<file path="config.mk">
export PLATFORM = sky130hd
export DESIGN_NAME = tile_2bpp_to_4bpp_expander
export DESIGN_NICKNAME = d
export VERILOG_FILES = /design/src/hw/rtl/tbe_pkg.sv /design/src/hw/rtl/tbe_front.sv /design/src/hw/rtl/tbe_queue.sv /design/src/hw/rtl/tbe_back.sv /design/src/hw/rtl/tile_2bpp_to_4bpp_expander.sv
export SDC_FILE = /design/constraint.sdc
export NUM_CORES = 1
export LEC_CHECK = 0
export BUFFER_PORTS_ARGS = -buffer_cell sky130_fd_sc_hd__buf_2
export CORE_MARGIN = 2
export CORE_UTILIZATION = 50
export DETAILED_ROUTE_END_ITERATION = 10
export PLACE_DENSITY = 0.75
export SYNTH_ARGS = -nofsm -noshare
export SYNTH_HDL_FRONTEND = slang
export SYNTH_SLANG_ARGS = --single-unit
</file>
<file path="constraint.sdc">
create_clock -name i_clk -period 4 [get_ports i_clk]
set_input_delay 0.6 -clock i_clk [delete_from_list [all_inputs] [get_ports i_clk]]
set_output_delay 0.6 -clock i_clk [all_outputs]
set_load 0.02 [all_outputs]
</file>
<file path="src/hw/rtl/tbe_pkg.sv">
// ----------------------------------------------------------------------------
// tbe_pkg: shared types and constants of the tile expander
// Item kinds, tile geometry, address width, and the work record that moves
// from the front end to the output sequencer.
// ----------------------------------------------------------------------------
package tbe_pkg;

    // Geometry and sizes.
    localparam int ADDR_W        = 17;
    localparam int ROW_STRIDE    = 128;
    localparam int TILE_ROWS     = 16;
    localparam int PAL_ENTRIES   = 16;
    localparam int PAL_IDX_W     = $clog2(PAL_ENTRIES);
    localparam int ROW_W         = $clog2(TILE_ROWS);
    localparam int BYTES_PER_ROW = 4;
    localparam int COUNT_W       = ROW_W + 2;
    localparam int TILE_COL_STEP = 8;

    // Work queue depth.
    localparam int QUEUE_DEPTH = 2;
    localparam int QPTR_W      = $clog2(QUEUE_DEPTH);
    localparam int QCNT_W      = $clog2(QUEUE_DEPTH + 1);

    // Item kinds.
    typedef enum logic [1:0] {
        KIND_PALETTE = 2'd0,
        KIND_HEADER  = 2'd1,
        KIND_PATTERN = 2'd2,
        KIND_UNUSED  = 2'd3
    } t_kind;

    // One pattern byte, already resolved to colors and its first address.
    typedef struct packed {
        logic [ADDR_W-1:0] addr;
        logic [7:0]        left;
        logic [7:0]        right;
        logic              last;
    } t_work;

    // Color n of a palette word sits at bits 4n+3..4n.
    function automatic logic [3:0] color_of(input logic [15:0] word, input logic [1:0] pix);
        logic [3:0] c;
        unique case (pix)
            2'd0: c = word[3:0];
            2'd1: c = word[7:4];
            2'd2: c = word[11:8];
            2'd3: c = word[15:12];
            default: c = word[3:0];
        endcase
        return c;
    endfunction

endpackage

</file>
<file path="src/hw/rtl/tbe_front.sv">
// ----------------------------------------------------------------------------
// tbe_front: input classification and tile state
// Accepts input transactions, keeps the palette store and the current tile,
// and turns each pattern byte into a work record for the output sequencer.
// ----------------------------------------------------------------------------
module tbe_front (
    input  logic                       i_clk,
    input  logic                       i_rst_n,
    input  logic                       i_in_valid,
    output logic                       o_in_ready,
    input  logic [1:0]                 i_kind,
    input  logic [3:0]                 i_palette_index,
    input  logic [15:0]                i_palette_word,
    input  logic [7:0]                 i_tile_id,
    input  logic [7:0]                 i_color_byte,
    input  logic [7:0]                 i_pattern_byte,
    input  logic                       i_cfg_we,
    input  logic [tbe_pkg::ADDR_W-1:0] i_cfg_wdata,
    input  logic                       i_q_full,
    output logic                       o_push,
    output tbe_pkg::t_work             o_work
);

    logic [15:0]                  r_pal_mem [tbe_pkg::PAL_ENTRIES];
    logic [15:0]                  r_top_palette;
    logic [15:0]                  r_bottom_palette;
    logic [tbe_pkg::ADDR_W-1:0]   r_tile_base;
    logic [tbe_pkg::ADDR_W-1:0]   r_vram_base;
    logic [tbe_pkg::COUNT_W-1:0]  r_count;

    logic                         accept;
    tbe_pkg::t_kind               kind;
    logic [tbe_pkg::ADDR_W-1:0]   n_tile_base;
    logic [tbe_pkg::ROW_W-1:0]    row;
    logic [1:0]                   col;
    logic [15:0]                  word;
    logic [3:0]                   top_idx;
    logic [3:0]                   bot_idx;

    assign o_in_ready = !i_q_full;
    assign accept     = i_in_valid && o_in_ready;
    assign kind       = tbe_pkg::t_kind'(i_kind);
    assign top_idx    = i_color_byte[7:4];
    assign bot_idx    = i_color_byte[3:0];

    // Palette store: one write port, two read ports registered into the tile palettes.
    always_ff @(posedge i_clk) begin
        if (accept && kind == tbe_pkg::KIND_PALETTE
                && 32'(i_palette_index) < tbe_pkg::PAL_ENTRIES) begin
            r_pal_mem[i_palette_index[tbe_pkg::PAL_IDX_W-1:0]] <= i_palette_word;
        end
    end

    // Tile base from the tile row and column of the header.
    assign n_tile_base = r_vram_base
        + tbe_pkg::ADDR_W'(i_tile_id[7:4]) * tbe_pkg::ADDR_W'(tbe_pkg::TILE_ROWS * tbe_pkg::ROW_STRIDE)
        + tbe_pkg::ADDR_W'(i_tile_id[3:0]) * tbe_pkg::ADDR_W'(tbe_pkg::TILE_COL_STEP);

    // Configuration register and current tile state.
    always_ff @(posedge i_clk) begin
        if (!i_rst_n) begin
            r_vram_base      <= '0;
            r_top_palette    <= '0;
            r_bottom_palette <= '0;
            r_tile_base      <= '0;
            r_count          <= '0;
        end else begin
            if (i_cfg_we) begin
                r_vram_base <= i_cfg_wdata;
            end
            if (accept && kind == tbe_pkg::KIND_HEADER) begin
                r_top_palette    <= (32'(top_idx) < tbe_pkg::PAL_ENTRIES)
                    ? r_pal_mem[top_idx[tbe_pkg::PAL_IDX_W-1:0]] : 16'h0000;
                r_bottom_palette <= (32'(bot_idx) < tbe_pkg::PAL_ENTRIES)
                    ? r_pal_mem[bot_idx[tbe_pkg::PAL_IDX_W-1:0]] : 16'h0000;
                r_tile_base      <= n_tile_base;
                r_count          <= '0;
            end else if (accept && kind == tbe_pkg::KIND_PATTERN) begin
                r_count <= r_count + 1'b1;
            end
        end
    end

    // Resolve the pattern byte against the palette of its half of the tile.
    assign row  = r_count[tbe_pkg::COUNT_W-1:2];
    assign col  = r_count[1:0];
    assign word = (32'(row) < tbe_pkg::TILE_ROWS / 2) ? r_top_palette : r_bottom_palette;

    always_comb begin
        o_push       = accept && kind == tbe_pkg::KIND_PATTERN;
        o_work.addr  = r_tile_base
            + tbe_pkg::ADDR_W'(row) * tbe_pkg::ADDR_W'(tbe_pkg::ROW_STRIDE)
            + tbe_pkg::ADDR_W'({col, 1'b0});
        o_work.left  = {tbe_pkg::color_of(word, i_pattern_byte[7:6]),
                        tbe_pkg::color_of(word, i_pattern_byte[5:4])};
        o_work.right = {tbe_pkg::color_of(word, i_pattern_byte[3:2]),
                        tbe_pkg::color_of(word, i_pattern_byte[1:0])};
        o_work.last  = (r_count == {tbe_pkg::COUNT_W{1'b1}});
    end

endmodule

</file>
<file path="src/hw/rtl/tbe_queue.sv">
// ----------------------------------------------------------------------------
// tbe_queue: work queue between front end and output sequencer
// A short FIFO of work records so each side can stall on its own.
// ----------------------------------------------------------------------------
module tbe_queue (
    input  logic           i_clk,
    input  logic           i_rst_n,
    input  logic           i_push,
    input  tbe_pkg::t_work i_work,
    output logic           o_full,
    input  logic           i_pop,
    output logic           o_valid,
    output tbe_pkg::t_work o_work
);

    tbe_pkg::t_work              r_slot [tbe_pkg::QUEUE_DEPTH];
    logic [tbe_pkg::QPTR_W-1:0]  r_wr_ptr;
    logic [tbe_pkg::QPTR_W-1:0]  r_rd_ptr;
    logic [tbe_pkg::QCNT_W-1:0]  r_count;

    logic                        do_push;
    logic                        do_pop;

    assign o_full  = (32'(r_count) == tbe_pkg::QUEUE_DEPTH);
    assign o_valid = (r_count != '0);
    assign o_work  = r_slot[r_rd_ptr];
    assign do_push = i_push && !o_full;
    assign do_pop  = i_pop && o_valid;

    // Slot storage.
    always_ff @(posedge i_clk) begin
        if (do_push) begin
            r_slot[r_wr_ptr] <= i_work;
        end
    end

    // Pointers and fill count.
    always_ff @(posedge i_clk) begin
        if (!i_rst_n) begin
            r_wr_ptr <= '0;
            r_rd_ptr <= '0;
            r_count  <= '0;
        end else begin
            if (do_push) begin
                r_wr_ptr <= (32'(r_wr_ptr) == tbe_pkg::QUEUE_DEPTH - 1) ? '0 : r_wr_ptr + 1'b1;
            end
            if (do_pop) begin
                r_rd_ptr <= (32'(r_rd_ptr) == tbe_pkg::QUEUE_DEPTH - 1) ? '0 : r_rd_ptr + 1'b1;
            end
            if (do_push && !do_pop) begin
                r_count <= r_count + 1'b1;
            end else if (do_pop && !do_push) begin
                r_count <= r_count - 1'b1;
            end
        end
    end

endmodule

</file>
<file path="src/hw/rtl/tbe_back.sv">
// ----------------------------------------------------------------------------
// tbe_back: output sequencer
// Holds one work record in the output register and delivers it as two
// transactions: the left pixel pair, then the right pair at the next address.
// ----------------------------------------------------------------------------
module tbe_back (
    input  logic                       i_clk,
    input  logic                       i_rst_n,
    input  logic                       i_q_valid,
    input  tbe_pkg::t_work             i_work,
    output logic                       o_pop,
    output logic                       o_out_valid,
    input  logic                       i_out_ready,
    output logic [tbe_pkg::ADDR_W-1:0] o_vram_address,
    output logic [7:0]                 o_pixel_pair,
    output logic                       o_tile_last
);

    tbe_pkg::t_work r_work;
    logic           r_valid;
    logic           r_second;

    logic           out_accept;
    logic           free;

    assign out_accept = r_valid && i_out_ready;
    // The register frees up once the second half has been taken.
    assign free       = !r_valid || (r_second && i_out_ready);
    assign o_pop      = free && i_q_valid;

    // Output register and half select.
    always_ff @(posedge i_clk) begin
        if (!i_rst_n) begin
            r_valid  <= 1'b0;
            r_second <= 1'b0;
        end else if (o_pop) begin
            r_valid  <= 1'b1;
            r_second <= 1'b0;
        end else if (out_accept) begin
            if (r_second) begin
                r_valid <= 1'b0;
            end else begin
                r_second <= 1'b1;
            end
        end
    end

    always_ff @(posedge i_clk) begin
        if (o_pop) begin
            r_work <= i_work;
        end
    end

    // Result fields for the current half.
    assign o_out_valid    = r_valid;
    assign o_vram_address = r_second ? r_work.addr + 1'b1 : r_work.addr;
    assign o_pixel_pair   = r_second ? r_work.right : r_work.left;
    assign o_tile_last    = r_second && r_work.last;

endmodule

</file>
<file path="src/hw/rtl/tile_2bpp_to_4bpp_expander.sv">
// ----------------------------------------------------------------------------
// tile_2bpp_to_4bpp_expander: 2bpp tile to 4bpp video memory write expander
// Top level: front end, work queue and output sequencer.
// ----------------------------------------------------------------------------
// Palette writes and tile headers are absorbed by the front end and
// produce no transactions; a tile header may be followed by a pattern
// byte in the very next cycle. Each pattern byte produces two output
// transactions, and the output port moves one transaction per cycle
// while i_out_ready is high. Input is accepted whenever the two-entry
// work queue has room, so a stalled output side holds off input only
// after the queue and the output register have filled. The vram_base
// register must be written while the block is idle; it takes effect at
// the next tile header.
module tile_2bpp_to_4bpp_expander (
    input  logic                       i_clk,
    input  logic                       i_rst_n,
    input  logic                       i_in_valid,
    output logic                       o_in_ready,
    input  logic [1:0]                 i_kind,
    input  logic [3:0]                 i_palette_index,
    input  logic [15:0]                i_palette_word,
    input  logic [7:0]                 i_tile_id,
    input  logic [7:0]                 i_color_byte,
    input  logic [7:0]                 i_pattern_byte,
    input  logic                       i_cfg_we,
    input  logic [tbe_pkg::ADDR_W-1:0] i_cfg_wdata,
    output logic                       o_out_valid,
    input  logic                       i_out_ready,
    output logic [tbe_pkg::ADDR_W-1:0] o_vram_address,
    output logic [7:0]                 o_pixel_pair,
    output logic                       o_tile_last
);

    logic           q_full;
    logic           push;
    tbe_pkg::t_work push_work;
    logic           q_valid;
    logic           pop;
    tbe_pkg::t_work q_work;

    // Front end: classify items and resolve pattern bytes.
    tbe_front u_front (
        .i_clk           (i_clk),
        .i_rst_n         (i_rst_n),
        .i_in_valid      (i_in_valid),
        .o_in_ready      (o_in_ready),
        .i_kind          (i_kind),
        .i_palette_index (i_palette_index),
        .i_palette_word  (i_palette_word),
        .i_tile_id       (i_tile_id),
        .i_color_byte    (i_color_byte),
        .i_pattern_byte  (i_pattern_byte),
        .i_cfg_we        (i_cfg_we),
        .i_cfg_wdata     (i_cfg_wdata),
        .i_q_full        (q_full),
        .o_push          (push),
        .o_work          (push_work)
    );

    // Work queue between the two sides.
    tbe_queue u_queue (
        .i_clk   (i_clk),
        .i_rst_n (i_rst_n),
        .i_push  (push),
        .i_work  (push_work),
        .o_full  (q_full),
        .i_pop   (pop),
        .o_valid (q_valid),
        .o_work  (q_work)
    );

    // Output sequencer: two transactions per work record.
    tbe_back u_back (
        .i_clk          (i_clk),
        .i_rst_n        (i_rst_n),
        .i_q_valid      (q_valid),
        .i_work         (q_work),
        .o_pop          (pop),
        .o_out_valid    (o_out_valid),
        .i_out_ready    (i_out_ready),
        .o_vram_address (o_vram_address),
        .o_pixel_pair   (o_pixel_pair),
        .o_tile_last    (o_tile_last)
    );

endmodule
</file>
==> impl_metrics.py <==
metrics = {
    "run_status": {
        "status": "complete, no violations",
    },
    "sta": {
        "hold_viol_final": 0,
        "timing.fmax_ghz": 0.357,
        "fin_hold_ws_ns": 0.311,
        "worst_pin_slew_ns": 1.17,
        "setup_tns_ns": 0,
        "finalSetupViolCount": 0,
        "fin_crit_ns": 2.80,
        "setup_ws_ns": 1.20,
        "drv_slew": 0,
        "rsz0062_at_grt": "false",
        "skew_ns": 0.0218,
        "max_slew_margin": 0.220,
        "fin_crit_sh": 0.701,
    },
    "worst_setup_path": {
        "cp_max_fo": 4,
        "reg2reg_from": "u_front.r_count[5]$_SDFFE_PP0N_",
        "slowest_stage": "edfxtp_1",
        "cp-start-kind": "flop",
        "cp_common_cell": "nand4_1",
        "required_ns": 3.40,
        "cp-end-kind": "primary output",
        "crit_path_end": "o_vram_address[15]",
        "r2r_end": "u_queue.r_slot[1][16]$_DFFE_PP_",
        "slowest_delay_ns": 0.41,
        "crit_chain": "nand4_1, nor2_1, and4_1, nand4_1, xnor2_1, buf_2",
        "arrival_ns": 2.20,
        "r2r_cells": 2,
        "critPathKind": "reg -> out",
        "r2r_slack_ns": 1.59,
        "crit_path_start": "u_back.r_work[17]$_DFFE_PP_",
    },
    "synthesis": {
        "synthArstFlopShare": 0,
        "synthMuxAreaShare": 0.219,
        "synthAdderAreaFrac": 0.0125,
        "yosysSeqAreaShare": 0.610,
        "synth_edf_count": 358,
        "yosys.area_share.simple": 0.0714,
        "ys_ff_latch": 436,
        "ys_types": 67,
        "synth_warnings": 0,
        "synth_commonest_cells": "358 x edfxtp_1, 118 x mux4_2, 85 x nand2_1, 78 x dfxtp_1, 58 x mux2i_1",
        "synth-xor-area-share": 0.0191,
        "synth.most_common_cell": "edfxtp_1",
        "syn_nets": 1302,
        "synth_top_flop_cell": "edfxtp_1",
        "yosysTopAreaCellShare": 0.533,
        "synth_largest_area_cell": "edfxtp_1",
        "netlist_instances": 1215,
        "netlist_area_mm2": 0.0202,
        "synth_compound_area_frac": 0.0425,
        "synth_top_family_by_area": "multiplexers",
        "synth_area_per_cell_um2": 16.6,
        "synth_area_leaders": "edfxtp_1 53%, mux4_2 13%, dfxtp_1 7.7%",
    },
    "floorplanning": {
        "die_y_um": 205,
        "core_mm2": 0.0398,
        "die_x_um": 205,
        "initial_core_util": 0.507,
        "rows": 73,
        "io_pins": 96,
        "dieArea_mm2": 0.0420,
    },
    "grt": {
        "grt_antenna_before_repair": 2,
        "grt_pass1_vias": 11700,
        "grt_use_total": 0.218,
        "grt_pass1_wl_um": 68400,
        "grt_max_degree": 51,
        "grt.overflow.total": 0,
    },
    "cts": {
        "htree_levels": 2,
        "cts_root_buffer": "clkbuf_16",
        "insertion_delay_ns": 0.57,
        "postCtsHoldBufs": 0,
        "cts_resized": 0,
        "cts-buffers-inserted": 44,
        "cts_setup_buffers": 0,
        "clk_pin_slew_ns": 0.06,
        "clk_path_buf_depth": 3,
        "cts_tree": "done",
        "numClockSinks": 436,
    },
    "power_and_ir_drop": {
        "power_density_mw_per_mm2": 486,
        "ir_drop_mv": 0.519,
        "p_leak_nw": 7.89,
    },
    "placement": {
        "detailed_place_hpwl_um": 28500,
        "portBuffers": 95,
        "globalplace.congestion": 0.810,
        "dp_cells": 1799,
        "place_ws_ns": 1.17,
        "dpl_cell_area_mm2": 0.0212,
    },
    "routing": {
        "drtIter0Drc": 948,
        "ant_nets": 0,
        "wl_per_cell_um": 23.7,
        "drt-pass1-iter-count": 6,
        "drt-total-wl_um": 44600,
        "num_vias": 11500,
        "drc": 0,
        "vias_per_cell": 6.12,
    },
    "layout": {
        "syn2layout_area_growth_pct": 12.5,
        "finish.net_count": 1407,
        "final_cells": 1880,
        "drive_gt1_frac": 0.306,
        "final_area_mm2": 0.0227,
    },
    "hold_path": {
        "hp-class": "in -> reg",
        "whs_path_depth": 3,
    },
    "flow_run": {
        "cap_violations": 0,
    },
}
## worst min-delay path by stage
stage                                              from                                       end  slack, ns
3_5_place_dp        u_front.r_tile_base[1]$_SDFFE_PN0P_       u_front.r_tile_base[1]$_SDFFE_PN0P_       0.45
3_3_place_gp   u_front.r_bottom_palette[3]$_SDFFE_PN0P_  u_front.r_bottom_palette[3]$_SDFFE_PN0P_       0.44
5_1_grt                                 i_cfg_wdata[16]      u_front.r_vram_base[16]$_SDFFE_PN0P_       0.31
4_1_cts                                  i_cfg_wdata[8]       u_front.r_vram_base[8]$_SDFFE_PN0P_       0.29
6_report                                 i_cfg_wdata[8]       u_front.r_vram_base[8]$_SDFFE_PN0P_       0.31
2_1_floorplan       u_front.r_tile_base[0]$_SDFFE_PN0P_           u_queue.r_slot[0][17]$_DFFE_PP_       0.43
## per-stage QoR
stage | power, W | utilization
floorplan | 0.00643 | -
finish | 0.0110 | 0.570
detailed placement | 0.00687 | 0.532
global route | 0.0114 | 0.570
CTS | 0.0111 | 0.570
global placement | 0.00683 | 0.532
## cell usage in the layout, fill, tap and decap left out, types with 4 or more instances in the layout
master / Yosys / final
clkbuf_16: 0 / 45
bufinv_16: 0 / 7
nor3_2: 0 / 4
clkinv_2: 0 / 10
xor2_1: 19 / 19
a21oi_1: 14 / 14
nand3_1: 23 / 23
a221oi_2: 22 / 22
mux4_2: 118 / 118
nor2_1: 33 / 31
mux2i_1: 58 / 58
buf_2: 25 / 95
and2_1: 7 / 7
o21ai_0: 10 / 10
xnor2_1: 25 / 25
a2111oi_0: 4 / 4
mux2_1: 8 / 8
mux2_2: 55 / 55
a221oi_1: 5 / 5
dfxtp_1: 78 / 78
edfxtp_1: 358 / 358
inv_1: 8 / 8
nand2_1: 85 / 85
nor3_1: 34 / 30
clkinvlp_4: 0 / 5
a21boi_0: 7 / 7
o21ai_1: 4 / 4
nand2b_1: 8 / 8
nand3b_1: 8 / 8
mux4_1: 18 / 18
and3_1: 4 / 4
a21boi_1: 4 / 4
and4_1: 5 / 5
clkbuf_1: 24 / 6
ha_1: 17 / 17
nor2b_1: 25 / 23
buf_4: 8 / 35
nand4_1: 27 / 27
## registers in the layout (all words and copies together) (netlist names), 2 cells and up
name	count
u_front.r_pal_mem	256
u_queue.r_slot	68
u_back.r_work	34
u_front.r_tile_base	17
u_front.r_vram_base	17
u_front.r_bottom_palette	16
u_front.r_top_palette	16
u_front.r_count	6
u_queue.r_count	2
## critical path: cells and delay by family (launching register included)
kind / cells / cell delay (ns)
and+or+nand+nor: 4 / 0.92
xor gates and xnor gates: 1 / 0.14
buffers and inverters: 1 / 0.18
DFF: 1 / 0.41
## metal layers
metal / global-route usage / vias to the layer above / part of all wire / routed length (um)
met4: 0.0614 / 4 / 0.021 / 956
met3: 0.0450 / 73 / 0.077 / 3460
li1: - / 5121 / - / -
met5: 0 / - / 0.00056 / 25
met1: 0.293 / 5863 / 0.41 / 18500
met2: 0.361 / 437 / 0.49 / 21700
## cell type report
cell class              count  area [um2]
repair buffers            133         798
fillers                  3048       17100
inverters                   8        30.0
well taps                 525         657
diodes                      1        2.50
clock inverters            27         327
clock buffers              53        1180
flip-flops and latches    436       12300
multi-input cells         697        7400
## where the power goes
group / internal, W / switching (W) / total, W
Sequential: 0.00522 / 0.000168 / 0.00539
Combinational: 0.000601 / 0.000778 / 0.00138
Clock: 0.00255 / 0.00170 / 0.00426
Total: 0.00837 / 0.00265 / 0.0110
## cells by family after synthesis
logic type | Yosys count
compound gates | 98
mux | 257
simple gates | 279
fa+ha+maj | 19
xor+xnor | 44
flops | 436
buf+inv | 82
No activity file was read; power rests on OpenSTA's default activity.
